<file path="src/rtl/core/tpr_pkg.sv">
// shared widths, register indexes and format codes for the texture pixel repacker
package tpr_pkg;

    // channel payload widths
    localparam int COMP_W     = 8;
    localparam int PACKED_W   = 32;
    localparam int ADDR_W     = 24;
    localparam int CFG_IDX_W  = 3;
    localparam int CFG_DATA_W = 13;

    // configuration register indexes
    localparam logic [CFG_IDX_W-1:0] REG_IMAGE_WIDTH      = 3'd0;
    localparam logic [CFG_IDX_W-1:0] REG_IMAGE_HEIGHT     = 3'd1;
    localparam logic [CFG_IDX_W-1:0] REG_SOURCE_HAS_ALPHA = 3'd2;
    localparam logic [CFG_IDX_W-1:0] REG_OUTPUT_FORMAT    = 3'd3;

    // output format codes
    typedef logic [1:0] fmt_t;
    localparam fmt_t FMT_RGBA8888 = 2'd0;
    localparam fmt_t FMT_RGB565   = 2'd1;
    localparam fmt_t FMT_RGBA4444 = 2'd2;
    localparam fmt_t FMT_RGB5A1   = 2'd3;

    typedef logic [COMP_W-1:0] comp_t;

    localparam comp_t ALPHA_OPAQUE = 8'hFF;

endpackage

</file>
<file path="src/rtl/core/tpr_if.sv">
// valid/ready channel interfaces for pixels, texels and configuration writes
interface tpr_pixel_if
    import tpr_pkg::*;
();
    logic  valid;
    logic  ready;
    comp_t red;
    comp_t green;
    comp_t blue;
    comp_t alpha;

    modport source (output valid, output red, output green, output blue, output alpha,
                    input ready);
    modport sink   (input valid, input red, input green, input blue, input alpha,
                    output ready);
endinterface

interface tpr_texel_if
    import tpr_pkg::*;
();
    logic                valid;
    logic                ready;
    logic [PACKED_W-1:0] packed_pixel;
    logic [ADDR_W-1:0]   texel_address;
    logic                image_done;

    modport source (output valid, output packed_pixel, output texel_address,
                    output image_done, input ready);
    modport sink   (input valid, input packed_pixel, input texel_address,
                    input image_done, output ready);
endinterface

interface tpr_cfg_if
    import tpr_pkg::*;
();
    logic                  valid;
    logic                  ready;
    logic [CFG_IDX_W-1:0]  index;
    logic [CFG_DATA_W-1:0] data;

    modport source (output valid, output index, output data, input ready);
    modport sink   (input valid, input index, input data, output ready);
endinterface

</file>
<file path="src/rtl/core/texture_pixel_repacker_top.sv">
// texture pixel repacker: premultiply (with source alpha), pack and address one raster pixel per cycle unless stalled
// a result passes two register stages, input then result, before it is valid on the output
// throughput: one pixel per cycle while the output is not stalled, set by the input and result register stages
// stalls on the output hold both stages; the input takes a pixel whenever stage one frees
// reset: counters at column 0 row 0, width 1, height 1, no alpha, rgba8888 format
// configuration writes are always ready and take effect at once
module texture_pixel_repacker_top
    import tpr_pkg::*;
#(
    parameter int MAX_SIDE_LOG2 = 12
)(
    input  logic        clk,
    input  logic        rst_n,
    tpr_pixel_if.sink   pix_in,
    tpr_texel_if.source tex_out,
    tpr_cfg_if.sink     cfg
);

    localparam int CNT_W = MAX_SIDE_LOG2;
    localparam int SW    = MAX_SIDE_LOG2 + 1;
    localparam int CMP_W = CFG_DATA_W + 1;
    localparam int KW    = $clog2(MAX_SIDE_LOG2 + 1);
    localparam int AW    = 2 * MAX_SIDE_LOG2 + ADDR_W;
    localparam int PW    = 2 * COMP_W + 1;
    localparam logic [CMP_W-1:0] SIDE_TOP = CMP_W'(1) << MAX_SIDE_LOG2;

    // configuration state
    logic [SW-1:0] width_reg;
    logic [SW-1:0] height_reg;
    logic [KW-1:0] pad_log2_reg;
    logic          has_alpha_reg;
    fmt_t          format_reg;

    // raster counters
    logic [CNT_W-1:0] col_reg, col_next;
    logic [CNT_W-1:0] row_reg, row_next;

    // stage one: input register
    logic              s1_valid_reg;
    comp_t             s1_red_reg, s1_green_reg, s1_blue_reg, s1_alpha_reg;
    logic [ADDR_W-1:0] s1_addr_reg;
    logic              s1_done_reg;

    // stage two: result register
    logic                out_valid_reg;
    logic [PACKED_W-1:0] out_packed_reg, out_packed_next;
    logic [ADDR_W-1:0]   out_addr_reg;
    logic                out_done_reg;

    logic s2_ready;
    logic in_xfer;
    logic cfg_xfer;
    logic size_write;

    logic [SW-1:0] wr_side;
    logic [KW-1:0] wr_log2;

    logic          last_col;
    logic          last_row;
    logic [AW-1:0] addr_wide;

    comp_t r_pm, g_pm, b_pm, a_eff;
    logic [2*COMP_W:0] r_prod, g_prod, b_prod;

    // side clamp: zero counts as one, anything above the top counts as the top
    function automatic logic [SW-1:0] clamp_side(input logic [CFG_DATA_W-1:0] s);
        logic [CMP_W-1:0] s_ext;
        logic [CMP_W-1:0] c;
        s_ext = {1'b0, s};
        if (s_ext == '0)
            c = CMP_W'(1);
        else if (s_ext > SIDE_TOP)
            c = SIDE_TOP;
        else
            c = s_ext;
        return SW'(c);
    endfunction

    // handshakes
    assign s2_ready      = !out_valid_reg || tex_out.ready;
    assign pix_in.ready  = !s1_valid_reg || s2_ready;
    assign in_xfer       = pix_in.valid && pix_in.ready;
    assign cfg.ready     = 1'b1;
    assign cfg_xfer      = cfg.valid;
    assign size_write    = cfg_xfer &&
                           (cfg.index == REG_IMAGE_WIDTH || cfg.index == REG_IMAGE_HEIGHT);

    // clamped side and padded log2 of the written width
    always_comb
    begin
        wr_side = clamp_side(cfg.data);
        wr_log2 = '0;
        for (int i = MAX_SIDE_LOG2; i >= 0; i--)
        begin
            if ((SW'(1) << i) >= wr_side)
                wr_log2 = KW'(i);
        end
    end

    // configuration registers
    always_ff @(posedge clk or negedge rst_n)
    begin
        if (!rst_n)
        begin
            width_reg     <= SW'(1);
            height_reg    <= SW'(1);
            pad_log2_reg  <= '0;
            has_alpha_reg <= 1'b0;
            format_reg    <= FMT_RGBA8888;
        end
        else if (cfg_xfer)
        begin
            unique case (cfg.index)
                REG_IMAGE_WIDTH:
                begin
                    width_reg    <= wr_side;
                    pad_log2_reg <= wr_log2;
                end
                REG_IMAGE_HEIGHT:     height_reg    <= wr_side;
                REG_SOURCE_HAS_ALPHA: has_alpha_reg <= cfg.data[0];
                REG_OUTPUT_FORMAT:    format_reg    <= fmt_t'(cfg.data[1:0]);
                default:              ;
            endcase
        end
    end

    // raster position, address and end of image
    always_comb
    begin
        last_col  = (SW'(col_reg) + SW'(1)) >= width_reg;
        last_row  = (SW'(row_reg) + SW'(1)) >= height_reg;
        addr_wide = (AW'(row_reg) << pad_log2_reg) | AW'(col_reg);
        if (last_col)
        begin
            col_next = '0;
            row_next = last_row ? '0 : row_reg + CNT_W'(1);
        end
        else
        begin
            col_next = col_reg + CNT_W'(1);
            row_next = row_reg;
        end
    end

    // counters
    always_ff @(posedge clk or negedge rst_n)
    begin
        if (!rst_n)
        begin
            col_reg <= '0;
            row_reg <= '0;
        end
        else if (size_write)
        begin
            col_reg <= '0;
            row_reg <= '0;
        end
        else if (in_xfer)
        begin
            col_reg <= col_next;
            row_reg <= row_next;
        end
    end

    // stage one valid
    always_ff @(posedge clk or negedge rst_n)
    begin
        if (!rst_n)
            s1_valid_reg <= 1'b0;
        else if (pix_in.ready)
            s1_valid_reg <= pix_in.valid;
    end

    // stage one payload
    always_ff @(posedge clk)
    begin
        if (in_xfer)
        begin
            s1_red_reg   <= pix_in.red;
            s1_green_reg <= pix_in.green;
            s1_blue_reg  <= pix_in.blue;
            s1_alpha_reg <= pix_in.alpha;
            s1_addr_reg  <= addr_wide[ADDR_W-1:0];
            s1_done_reg  <= last_col && last_row;
        end
    end

    // premultiply when the source has alpha, then pack
    always_comb
    begin
        r_prod = PW'(s1_red_reg)   * PW'(s1_alpha_reg) + PW'(s1_red_reg);
        g_prod = PW'(s1_green_reg) * PW'(s1_alpha_reg) + PW'(s1_green_reg);
        b_prod = PW'(s1_blue_reg)  * PW'(s1_alpha_reg) + PW'(s1_blue_reg);
        if (has_alpha_reg)
        begin
            r_pm  = r_prod[2*COMP_W-1:COMP_W];
            g_pm  = g_prod[2*COMP_W-1:COMP_W];
            b_pm  = b_prod[2*COMP_W-1:COMP_W];
            a_eff = s1_alpha_reg;
        end
        else
        begin
            r_pm  = s1_red_reg;
            g_pm  = s1_green_reg;
            b_pm  = s1_blue_reg;
            a_eff = ALPHA_OPAQUE;
        end
        unique case (format_reg)
            FMT_RGBA8888: out_packed_next = {a_eff, b_pm, g_pm, r_pm};
            FMT_RGB565:   out_packed_next = {16'h0, r_pm[7:3], g_pm[7:2], b_pm[7:3]};
            FMT_RGBA4444: out_packed_next = {16'h0, r_pm[7:4], g_pm[7:4], b_pm[7:4],
                                             a_eff[7:4]};
            FMT_RGB5A1:   out_packed_next = {16'h0, r_pm[7:3], g_pm[7:3], b_pm[7:3],
                                             a_eff[7]};
            default:      out_packed_next = '0;
        endcase
    end

    // result valid
    always_ff @(posedge clk or negedge rst_n)
    begin
        if (!rst_n)
            out_valid_reg <= 1'b0;
        else if (s2_ready)
            out_valid_reg <= s1_valid_reg;
    end

    // result payload
    always_ff @(posedge clk)
    begin
        if (s2_ready && s1_valid_reg)
        begin
            out_packed_reg <= out_packed_next;
            out_addr_reg   <= s1_addr_reg;
            out_done_reg   <= s1_done_reg;
        end
    end

    // output channel
    assign tex_out.valid         = out_valid_reg;
    assign tex_out.packed_pixel  = out_packed_reg;
    assign tex_out.texel_address = out_addr_reg;
    assign tex_out.image_done    = out_done_reg;

endmodule
</file>
<file path="src/flat_wrapper.sv">
// flat-port wrapper written by rule: the top's interface ports become plain ports
module texture_pixel_repacker_top_flat import tpr_pkg::*;
#(
    parameter int MAX_SIDE_LOG2 = 12
)
  (clk, rst_n, pix_in_valid, pix_in_red, pix_in_green, pix_in_blue, pix_in_alpha, pix_in_ready, tex_out_valid, tex_out_packed_pixel, tex_out_texel_address, tex_out_image_done, tex_out_ready, cfg_valid, cfg_index, cfg_data, cfg_ready);
  tpr_pixel_if pix_in_i ();
  tpr_texel_if tex_out_i ();
  tpr_cfg_if cfg_i ();
  input  logic clk;
  input  logic rst_n;
  input wire logic [$bits(pix_in_i.valid)-1:0] pix_in_valid;
  input wire logic [$bits(pix_in_i.red)-1:0] pix_in_red;
  input wire logic [$bits(pix_in_i.green)-1:0] pix_in_green;
  input wire logic [$bits(pix_in_i.blue)-1:0] pix_in_blue;
  input wire logic [$bits(pix_in_i.alpha)-1:0] pix_in_alpha;
  output wire logic [$bits(pix_in_i.ready)-1:0] pix_in_ready;
  output wire logic [$bits(tex_out_i.valid)-1:0] tex_out_valid;
  output wire logic [$bits(tex_out_i.packed_pixel)-1:0] tex_out_packed_pixel;
  output wire logic [$bits(tex_out_i.texel_address)-1:0] tex_out_texel_address;
  output wire logic [$bits(tex_out_i.image_done)-1:0] tex_out_image_done;
  input wire logic [$bits(tex_out_i.ready)-1:0] tex_out_ready;
  input wire logic [$bits(cfg_i.valid)-1:0] cfg_valid;
  input wire logic [$bits(cfg_i.index)-1:0] cfg_index;
  input wire logic [$bits(cfg_i.data)-1:0] cfg_data;
  output wire logic [$bits(cfg_i.ready)-1:0] cfg_ready;
  assign pix_in_i.valid = pix_in_valid;
  assign pix_in_i.red = pix_in_red;
  assign pix_in_i.green = pix_in_green;
  assign pix_in_i.blue = pix_in_blue;
  assign pix_in_i.alpha = pix_in_alpha;
  assign pix_in_ready = pix_in_i.ready;
  assign tex_out_valid = tex_out_i.valid;
  assign tex_out_packed_pixel = tex_out_i.packed_pixel;
  assign tex_out_texel_address = tex_out_i.texel_address;
  assign tex_out_image_done = tex_out_i.image_done;
  assign tex_out_i.ready = tex_out_ready;
  assign cfg_i.valid = cfg_valid;
  assign cfg_i.index = cfg_index;
  assign cfg_i.data = cfg_data;
  assign cfg_ready = cfg_i.ready;
  texture_pixel_repacker_top #(.MAX_SIDE_LOG2(MAX_SIDE_LOG2)) u_core (.clk(clk), .rst_n(rst_n), .pix_in(pix_in_i), .tex_out(tex_out_i), .cfg(cfg_i));
endmodule
</file>
<file path="config.mk">
export PLATFORM = sky130hd
export DESIGN_NAME = texture_pixel_repacker_top_flat
export DESIGN_NICKNAME = d
export VERILOG_FILES = /design/src/rtl/core/tpr_pkg.sv /design/src/rtl/core/tpr_if.sv /design/src/rtl/core/texture_pixel_repacker_top.sv /design/src/flat_wrapper.sv
export SDC_FILE = /design/constraint.sdc
export NUM_CORES = 1
export LEC_CHECK = 0
export BUFFER_PORTS_ARGS = -buffer_cell sky130_fd_sc_hd__buf_2
export CAP_MARGIN = 20
export CORE_ASPECT_RATIO = 1.75
export CORE_MARGIN = 3
export CORE_UTILIZATION = 50
export CTS_BUF_LIST = sky130_fd_sc_hd__clkbuf_4 sky130_fd_sc_hd__clkbuf_8
export DETAILED_ROUTE_END_ITERATION = 6
export PLACE_DENSITY = 0.68
export SYNTH_ARGS = -nofsm -noshare
export SYNTH_HDL_FRONTEND = slang
export SYNTH_SLANG_ARGS = --single-unit
</file>
<file path="constraint.sdc">
create_clock -name clk -period 8.7 [get_ports clk]
set_input_delay 1.305 -clock clk [delete_from_list [all_inputs] [get_ports clk]]
set_output_delay 1.305 -clock clk [all_outputs]
set_load 0.03 [all_outputs]
</file>
[Word level (Yosys, flattened, before mapping)]
Index checks and enable logic that the tools add are counted.
Word-level totals
  register bits after elaboration: 173
  bits in latches: 0
  bits in writable memories: 0
  bits in read-only memories: 0
  output and inout port bits: 60
  memories kept: 0
Cells by class
  add/sub/neg operators: 7
  $mul: 3
  divide/modulo/power cells: 0
  magnitude comparators: 16
  eq/ne operators: 6
  shifts and indexed selects: 1
  multiplexer cells: 27
  bitwise logic cells: 1
  reductions and logical operators: 19
Operators by type and width (count)
  32-bit case mux with 4 select lines: 1
  12-bit two-way mux: 7
  4-bit two-way mux: 13
  16-bit by 8-bit adder with 16-bit output: 3
  8-bit by 8-bit multiplier with 16-bit output: 3
  8-bit two-way mux: 4
  12-bit by 1-bit adder with 13-bit output, second input constant: 2
  13-bit greater-or-equal comparator: 2
  13-bit two-way mux: 2
  12-bit by 1-bit adder with 12-bit output, second input constant: 2
  24-bit by 12-bit bitwise OR with 24-bit output: 1
  12-bit by 4-bit << shifter with 24-bit output: 1
  1-bit by 13-bit greater-or-equal comparator with 1-bit output, first input constant: 1
  10-bit by 13-bit greater-or-equal comparator with 1-bit output, first input constant: 1
  11-bit by 13-bit greater-or-equal comparator with 1-bit output, first input constant: 1
  12-bit by 13-bit greater-or-equal comparator with 1-bit output, first input constant: 1
  13-bit greater-or-equal comparator, first input constant: 1
  2-bit by 13-bit greater-or-equal comparator with 1-bit output, first input constant: 1
  3-bit by 13-bit greater-or-equal comparator with 1-bit output, first input constant: 1
  4-bit by 13-bit greater-or-equal comparator with 1-bit output, first input constant: 1
  5-bit by 13-bit greater-or-equal comparator with 1-bit output, first input constant: 1
  6-bit by 13-bit greater-or-equal comparator with 1-bit output, first input constant: 1
  7-bit by 13-bit greater-or-equal comparator with 1-bit output, first input constant: 1
  8-bit by 13-bit greater-or-equal comparator with 1-bit output, first input constant: 1
  14 further kinds: 27

[Longest topological paths before layout]
Gate-level depths: netlist of run 1.
  depth in word-level cells: 17
  gate-level depth with buffers: 19
  depth with buffers taken out: 18

[Worst setup path before layout of run 1]
OpenSTA, ideal clock, no wires.
  path type: flip-flop to flip-flop
  start point: register u_core.s1_alpha_reg[7]
  end point: register u_core.out_packed_reg[4], in the netlist u_core.tex_out.packed_pixel[4], data pin
  setup time: 0.272 ns
  arrival: 5.061 ns
  slack: 3.367 ns
  cell stages (with the launch flop): 17
  path buffers: 1
  period minus slack after synthesis: 5.333 ns
  cell sequence: edfxtp_1 -> clkbuf_1 -> nand2_1 -> fa_1 -> fa_1 -> inv_1 -> fa_1 -> fa_1 -> ha_1 -> a2111o_1 -> a21oi_2 -> o31ai_2 -> a221o_1 -> nor4_1 -> nor3_1 -> mux2_2 -> mux4_2
On the way
  cells in the longest elaborated chain, start to end: 4
  elaborated cells on any way between the ends: 7
RTL lines
  from (decl): line texture_pixel_repacker_top.sv:40  | comp_t s1_red_reg, s1_green_reg, s1_blue_reg, s1_alpha_reg;
  from (signal assigned): line texture_pixel_repacker_top.sv:182  | s1_alpha_reg <= pix_in.alpha;
  8-bit by 8-bit multiplier with 16-bit output (on tied branches): line texture_pixel_repacker_top.sv:193, texture_pixel_repacker_top.sv:191
  16-bit by 8-bit adder with 16-bit output (on tied branches): line texture_pixel_repacker_top.sv:193, texture_pixel_repacker_top.sv:191
  8-bit two-way mux: line texture_pixel_repacker_top.sv:194  | if (has_alpha_reg)
  32-bit case mux with 4 select lines (*): line texture_pixel_repacker_top.sv:208  | unique case (format_reg)
  via u_core.out_packed_next[4]: line texture_pixel_repacker_top.sv:46  | logic [PACKED_W-1:0] out_packed_reg, out_packed_next;
  to (signal assigned): line texture_pixel_repacker_top.sv:233  | out_packed_reg <= out_packed_next;
  to (decl): line texture_pixel_repacker_top.sv:46
The timed path passes the listed nets; every way through them passes the cells marked *.
A chain may end at the register's enable or synchronous reset.

[Worst setup path in the final report of run 1]
  start point: register u_core.s1_alpha_reg[6]
  end point: register u_core.out_packed_reg[4], in the netlist u_core.tex_out.packed_pixel[4], data pin
The elaborated chain is that of the path after synthesis.

==> metrics.md, run 1 <==
| Metric | Value |
|---|---|
| Num ports | `113` |
| DRC violations left | `0` |
| Setup Total Neg Slack | `0 ns` |
| YS warnings | `0` |
| Die Area | `31700 um2` |
| Grt total ovfl | `0` |
| Max Buffers Root-to-Sink | `2` |
| Vias per inst | `5.58` |
| WS Path Type | `register to register` |
| Max-slew headroom | `33.6%` |
| Max Slew Vio Count | `0` |
| Leak pwr | `7.53 nW` |
| Routed wire length | `36500 um` |
| Commonest non-fill, non-tap cell in the layout | `inv_1` |
| RSZ-0062 raised after global routing | `no` |
| Core area | `28800 um2` |
| Most used cell, CP | `fa_1` |
| # H-tree levels | `4` |
| Asr flop ratio synth | `34.1%` |
| R2R Setup Slk | `2.80 ns` |
| Synth area leader | `edfxtp_1` |
| Critical path's slowest cell | `edfxtp_1` |
| Nets@finish | `1834` |
| P per Cell Area | `226 nW/um2` |
| Post-Syn Area | `14700 um2` |
| Largest net degree at the start of global routing | `63` |
| Seq cells post-synth | `173` |
| Time the worst path needs with I/O delays and setup | `5.90 ns` |
| Period utilisation layout | `67.8%` |
| Starting Density | `51.1%` |
| WP data required | `8.96 ns` |
| Slew @ Worst Pin | `0.996 ns` |
| Max Clk Rate | `0.169 GHz` |
| Syn nets | `1760` |
| Gpl congestion | `0.866` |
| CTS root buf | `clkbuf_8` |
| Hold_sp | `u_core.s1_addr_reg[4]` |
| DRT antenna net count | `0` |
| Initial antenna violation count | `0` |
| Ant. Diodes | `0` |
| Std cell rows | `82` |
| Hold WC Path Type | `register to register` |
| Vias in the first global route | `11.4k` |
| CP Capture Type | `register` |
| Top post-synthesis cells by area | `edfxtp_1 (23%), fa_1 (18%), ha_1 (11%)` |
| CTS tree | `done` |
| Peak supply drop | `0.000131 V` |
| Worst r2r src | `u_core.s1_alpha_reg[6]` |
| Max FFs per register | `32` |
| Top_reg_cell synth | `edfxtp_1` |
| Clk sinks | `173` |
| Synth cell types | `70` |
| Hold Vio Cnt, Final | `0` |
| Postcts setup bufs | `0` |
| Crit path cell chain | `nand2_1 > fa_1 > fa_1 > inv_1 > fa_1 > fa_1 > ha_1 > a2111o_1 > a21oi_2 > o31ai_2 > a221o_1 > nor4_1 > nor3_1 > mux2_2 > mux4_2` |
| Hold WS | `0.428 ns` |
| CP max FO | `26` |
| Routed vias | `10.7k` |
| EDFF count, synth | `114` |
| Router iterations before antenna repair | `7` |
| Worst skew pair latency | `0.51 ns` |
| Most frequent cells in the layout | `inv_1 (193), nand2_1 (137), fa_1 (129), and2_1 (125), ha_1 (124)` |
| Wire per inst | `19.0 um` |
| IO buf count | `111` |
| Worst-path clk slew | `0.11 ns` |
| Critical path arrival | `6.16 ns` |
| Total track usage | `24.2%` |
| Dpl hpwl | `28400 um` |
| Sequential area share after synthesis | `33.3%` |
| Die H | `233 um` |
| Post-CTS Hold Fix Bufs | `0` |
| Layout cells sized above 1 | `12.3%` |
| Die width | `136 um` |
| CP startpoint | `u_core.s1_alpha_reg[6]` |
| CP max stage delay | `0.97 ns` |
| Area growth syn-to-layout | `8.89%` |
| Synth Instances | `1454` |
| Outcome | `complete, no violations` |
| Mean Syn Cell Area | `10.1 um2` |
| CTS buffer count | `17` |
| Initial drt markers | `538` |
| MaxCap Viol Count | `0` |
| Worst Skew | `0.0174 ns` |
| Synth top area share | `23.2%` |
| Resized Gates After CTS | `0` |
| Nature of the critical path startpoint | `register` |
| First-pass GRT wire length | `58600 um` |
| Final setup viols | `0` |
-- final timing paths --
path                                                        end  cells past startpoint
worst max register to register   u_core.tex_out.packed_pixel[4]                     15
min in group asynchronous                   u_core.width_reg[6]                      2
worst min register to register  u_core.tex_out.texel_address[4]                      0
max in group asynchronous                   u_core.s1_valid_reg                      2
worst max-delay path             u_core.tex_out.packed_pixel[4]                     15
worst min-delay path            u_core.tex_out.texel_address[4]                      0
-- report_power, final --
part	internal [mW]	switching [mW]
combinational	0.780	1.09
clock	0.253	0.368
sequential	1.02	0.122
-- cell type report --
class,count,area (um2)
Clock buffer,17,234
Multi-Input combinational cell,1017,8850
Clock inverter,15,211
Tap cell,378,473
Sequential cell,173,4900
Fill cell,2552,12800
Timing Repair Buffer,123,646
Inverter,196,736
-- cell usage after synthesis (5+ instances only) --
cell type / instances
a211oi_1: 9
a21o_1: 16
a21oi_1: 60
a221o_1: 6
a31oi_1: 9
a32o_1: 6
and2_1: 126
and3_1: 15
clkbuf_1: 63
dfrtp_1: 57
edfxtp_1: 114
fa_1: 129
ha_1: 124
inv_1: 194
mux2_2: 18
mux2i_1: 31
nand2_1: 137
nand2b_1: 18
nand3_1: 19
nand3b_1: 9
nor2_1: 54
nor2b_1: 8
nor3_1: 14
nor3b_1: 6
nor4_1: 5
o21a_1: 12
o21ai_0: 69
or3_1: 7
or3b_2: 5
xnor2_1: 21
xor2_1: 23
-- layer usage --
layer  vias to the layer above  routed length (um)  share of wire (%)  track usage, %
li1                       5012                   -                  -               -
met1                      5312               13100                 36            25.6
met2                       263               19700                 54            44.6
met3                       118                1190                3.3            3.15
met4                         0                2520                6.9            15.2
met5                         -                   0                  0               0
-- worst max-delay path, delay by kind of cell (launching register included) --
kind            cells  cell delay (ns)
compound gates      4             1.06
fa+ha+maj           5             2.31
buf+inv             1             0.05
flops               1             0.97
mux                 2             0.77
simple gates        3             0.52
-- cell families (layout without fill, tap and decap cells) --
kind of cell / Yosys count / count (layout) / synth area share (%)
muxes: 54 / 54 / 4.17
xor gates and xnor gates: 44 / 44 / 2.61
DFF: 173 / 173 / 33.3
other: 1 / 1 / 0.0254
buffers and inverters: 264 / 351 / 6.75
and+or+nand+nor: 439 / 439 / 15.5
AOI/OAI and AO/OA: 226 / 226 / 9.65
adders and majority gates: 253 / 253 / 28.0
-- through the flow --
step,total power [mW],cells,setup WS [ns],utilization [%],instance area (um2)
finish,3.63,1919,2.80,55.7,16100
global route,3.95,1919,2.52,55.7,16100
CTS,3.67,1918,2.82,55.7,16000
detailed placement,3.03,1886,2.81,54.1,15600
global placement,2.99,1886,2.94,54.1,15600
floorplan,2.53,1454,3.37,-,14700
(Power assumes the default switching activity.)
==> run 2: changes to the inputs <==
Settings changed: PLACE_DENSITY 0.68 to 0.71.
Clock period 8.7 ns to 5.3 ns, I/O delays scaled along.
==> run 2 against run 1 <==
  * Flip-flop and latch count unchanged
  * Final cell count up 3.3%
  * Worst hold slack worse by 0.0035 ns
  * Maximum frequency up 12%
  * Critical path depth up 2
  * Clock skew about the same
  * Largest cell class unchanged
  * Cell area up 4.5%
  * Via count up 3.5%
  * Utilization up 2.5 points
  * Largest power group unchanged
  * Non-clock buffer count up 64
  * Power up 77%
==> metrics.md, run 2 (synthesis gave the netlist of run 1 again) <==
| Metric | Value |
|---|---|
| Routed wire length | `38200 um (+4.7%)` |
| Total track usage | `24.7% (+0.54 points)` |
| Period utilisation layout | `99.8% (+32 points)` |
| Peak supply drop | `0.000270 V (+110%)` |
| Critical path arrival | `5.54 ns (-0.62 ns)` |
| Max Buffers Root-to-Sink | `2 (unchanged)` |
| Initial drt markers | `551 (+2.4%)` |
| Footprint of the multi-input gates | `9090 um2 (+2.7%)` |
| Max Clk Rate | `0.189 GHz (+12%)` |
| Num ports | `113 (unchanged)` |
| Outcome | `complete, no violations` |
| Wire per inst | `19.3 um (+1.3%)` |
| Grt total ovfl | `0 (unchanged)` |
| Die H | `233 um (unchanged)` |
| Clock share of power | `14.9% (-2.2 points)` |
| Switch share | `43.4% (-0.15 points)` |
| Sequential Area | `4900 um2 (unchanged)` |
| Post-CTS Hold Fix Bufs | `0 (unchanged)` |
| Placed Area | `15900 um2 (+2.0%)` |
| DR WL met3 | `1490 um (+25%)` |
| Die width | `136 um (unchanged)` |
| Worst Skew | `0.0176 ns (+0.000268 ns)` |
| Hold Vio Cnt, Final | `0 (unchanged)` |
| Post-route insts no fill | `1983 (+3.3%)` |
| Largest net degree at the start of global routing | `62 (-1.6%)` |
| CTS tree | `done` |
| Time the worst path needs with I/O delays and setup | `5.29 ns (-0.612 ns)` |
| Layout cells sized above 1 | `18.6% (+6.2 points)` |
| First-pass GRT wire length | `59600 um (+1.6%)` |
| Routed vias | `11.1k (+3.5%)` |
| Worst hold stages | `0 (unchanged)` |
| Placed Instances | `1927 (+2.2%)` |
| Sw Pwr | `2.79 mW (+76%)` |
| Comb pwr share | `56.6% (+5.1 points)` |
| Core area | `28800 um2 (unchanged)` |
| Worst-path clk slew | `0.11 ns (about the same)` |
| Routed length on met1 | `13400 um (+1.8%)` |
| P per Cell Area | `383 nW/um2 (+69%)` |
| RSZ-0062 raised after global routing | `yes` |
| CP max FO | `15 (-42%)` |
| Nature of the critical path startpoint | `register` |
| Post-layout util | `58.2% (+2.5 points)` |
| # H-tree levels | `4 (unchanged)` |
| Metal2 WL | `21200 um (+8.0%)` |
| CTS root buf | `clkbuf_8` |
| WS Path Type | `register to register` |
| Highest Signal Layer | `met5` |
| Router iterations before antenna repair | `5 (-2)` |
| Commonest non-fill, non-tap cell in the layout | `inv_1` |
| Max Slew Vio Count | `0 (unchanged)` |
| Starting Density | `51.1% (unchanged)` |
| Final setup viols | `0 (unchanged)` |
| DRT antenna net count | `0 (unchanged)` |
| FF-to-FF path depth | `17 (+2)` |
| Filler instances | `2445 (-4.2%)` |
| Max FFs per register | `32 (unchanged)` |
| Vias per inst | `5.59 (+0.21%)` |
| Final instance area | `16800 um2 (+4.5%)` |
| Gpl congestion | `0.903 (+4.3%)` |
| CP Capture Type | `register` |
| MaxCap Viol Count | `0 (unchanged)` |
| Std cell rows | `82 (unchanged)` |
| Worst skew pair latency | `0.50 ns (about the same)` |
| IO buf count | `111 (unchanged)` |
| DRC violations left | `0 (unchanged)` |
| CTS buffer count | `17 (unchanged)` |
| Area growth syn-to-layout | `13.8%` |
| Initial antenna violation count | `1 (+1)` |
| Vias in the first global route | `11.4k (-0.079%)` |
| Max-slew headroom | `35.2% (+1.6 points)` |
| Dpl hpwl | `29500 um (+3.9%)` |
| Sequential Power Share | `28.5% (-2.9 points)` |
| Clk sinks | `173 (unchanged)` |
| Ant. Diodes | `0 (unchanged)` |
| Most frequent cells in the layout | `inv_1 (188), nand2_1 (133), fa_1 (124), and2_1 (121), ha_1 (115)` |
| Die Area | `31700 um2 (unchanged)` |
| Nets@finish | `1898 (+3.5%)` |
| Hold WC Path Type | `register to register` |
| Power Internal | `3.64 mW (+77%)` |
| Slew @ Worst Pin | `0.972 ns (-0.0240 ns)` |
| Leak pwr | `7.84 nW (+4.2%)` |
| WP data required | `5.55 ns (-3.41 ns)` |
-- run 2: changes by cell type in the layout (fill, tap and decap cells not counted), sizes merged --
cell,previous run,this run
clkbuf,17,18
clkinvlp,0,2
buf,123,187
bufinv,1,0
clkinv,8,7
inv,202,201
-- run 2: area by class of cell --
type | count | share of cell area (%)
multi-input combinational | 1017 | 54.2
sequential | 173 | 29.2
timing repair buffer | 187 | 6.92
inverter | 196 | 4.38
tap | 378 | 2.82
clock buffer | 18 | 1.44
clock inverter | 14 | 1.01
-- run 2: per-stage QoR --
| step | power (mW) | hold slack, ns | worst slack [ns] | TNS (ns) |
|---|---|---|---|---|
| final | 6.42 | 0.425 | 0.0102 | 0 |
| after global routing | 6.92 | 0.429 | -0.167 | -0.472 |
| after CTS | 6.11 | 0.430 | 0.00288 | 0 |
| after detailed placement | 5.11 | 0.405 | -0.0712 | -0.276 |
| after global placement | 5.02 | 0.402 | 0.0113 | 0 |
| after floorplan | 4.16 | 0.400 | 0.0278 | 0 |
-- run 2: what timing repair did --
item,in CTS,in global routing
gates cloned,1,0
setup endpoints to repair,6,16
pin swaps,5,28
buffers inserted,9,13
gates resized for setup,9,51
-- run 2: final timing paths --
kind                                             start                                to  slack, ns
worst max-delay path            u_core.s1_alpha_reg[3]    u_core.tex_out.packed_pixel[5]       0.01
worst min-delay path            u_core.s1_addr_reg[15]  u_core.tex_out.texel_address[15]       0.42
worst max register to register  u_core.s1_alpha_reg[3]    u_core.tex_out.packed_pixel[5]       0.01
worst min register to register  u_core.s1_addr_reg[15]  u_core.tex_out.texel_address[15]       0.42
max in group asynchronous                        rst_n                 u_core.col_reg[2]       4.33
min in group asynchronous                        rst_n                 u_core.row_reg[6]       0.45
-- run 2: power groups by stage --
stage / Clock [mW] / Combinational, mW / Sequential, mW
global route: 1.03 / 4.05 / 1.85
global placement: 0 / 3.16 / 1.86
CTS: 0.979 / 3.30 / 1.83
finish: 0.955 / 3.64 / 1.83
floorplan: 0 / 2.22 / 1.94
detailed placement: 0 / 3.25 / 1.86
-- run 2: routing by layer --
layer	GRT usage [%]	vias to the layer above
met5	0	-
li1	-	5154
met1	26.3	5503
met4	12.3	2
met2	46.8	311
met3	3.64	115
-- run 2: worst max-delay path, cell delays in order (launching register included) --
cell and delay, ns:
edfxtp_1 0.42, buf_4 0.16, buf_4 0.18, and2_1 0.17, fa_1 0.50, inv_1 0.05
fa_1 0.48, inv_1 0.05, fa_1 0.49, fa_1 0.56, ha_4 0.21, a21oi_2 0.17
nand2b_4 0.15, o211ai_1 0.18, a221o_1 0.40, xor2_1 0.15, mux2_2 0.28, mux4_2 0.44
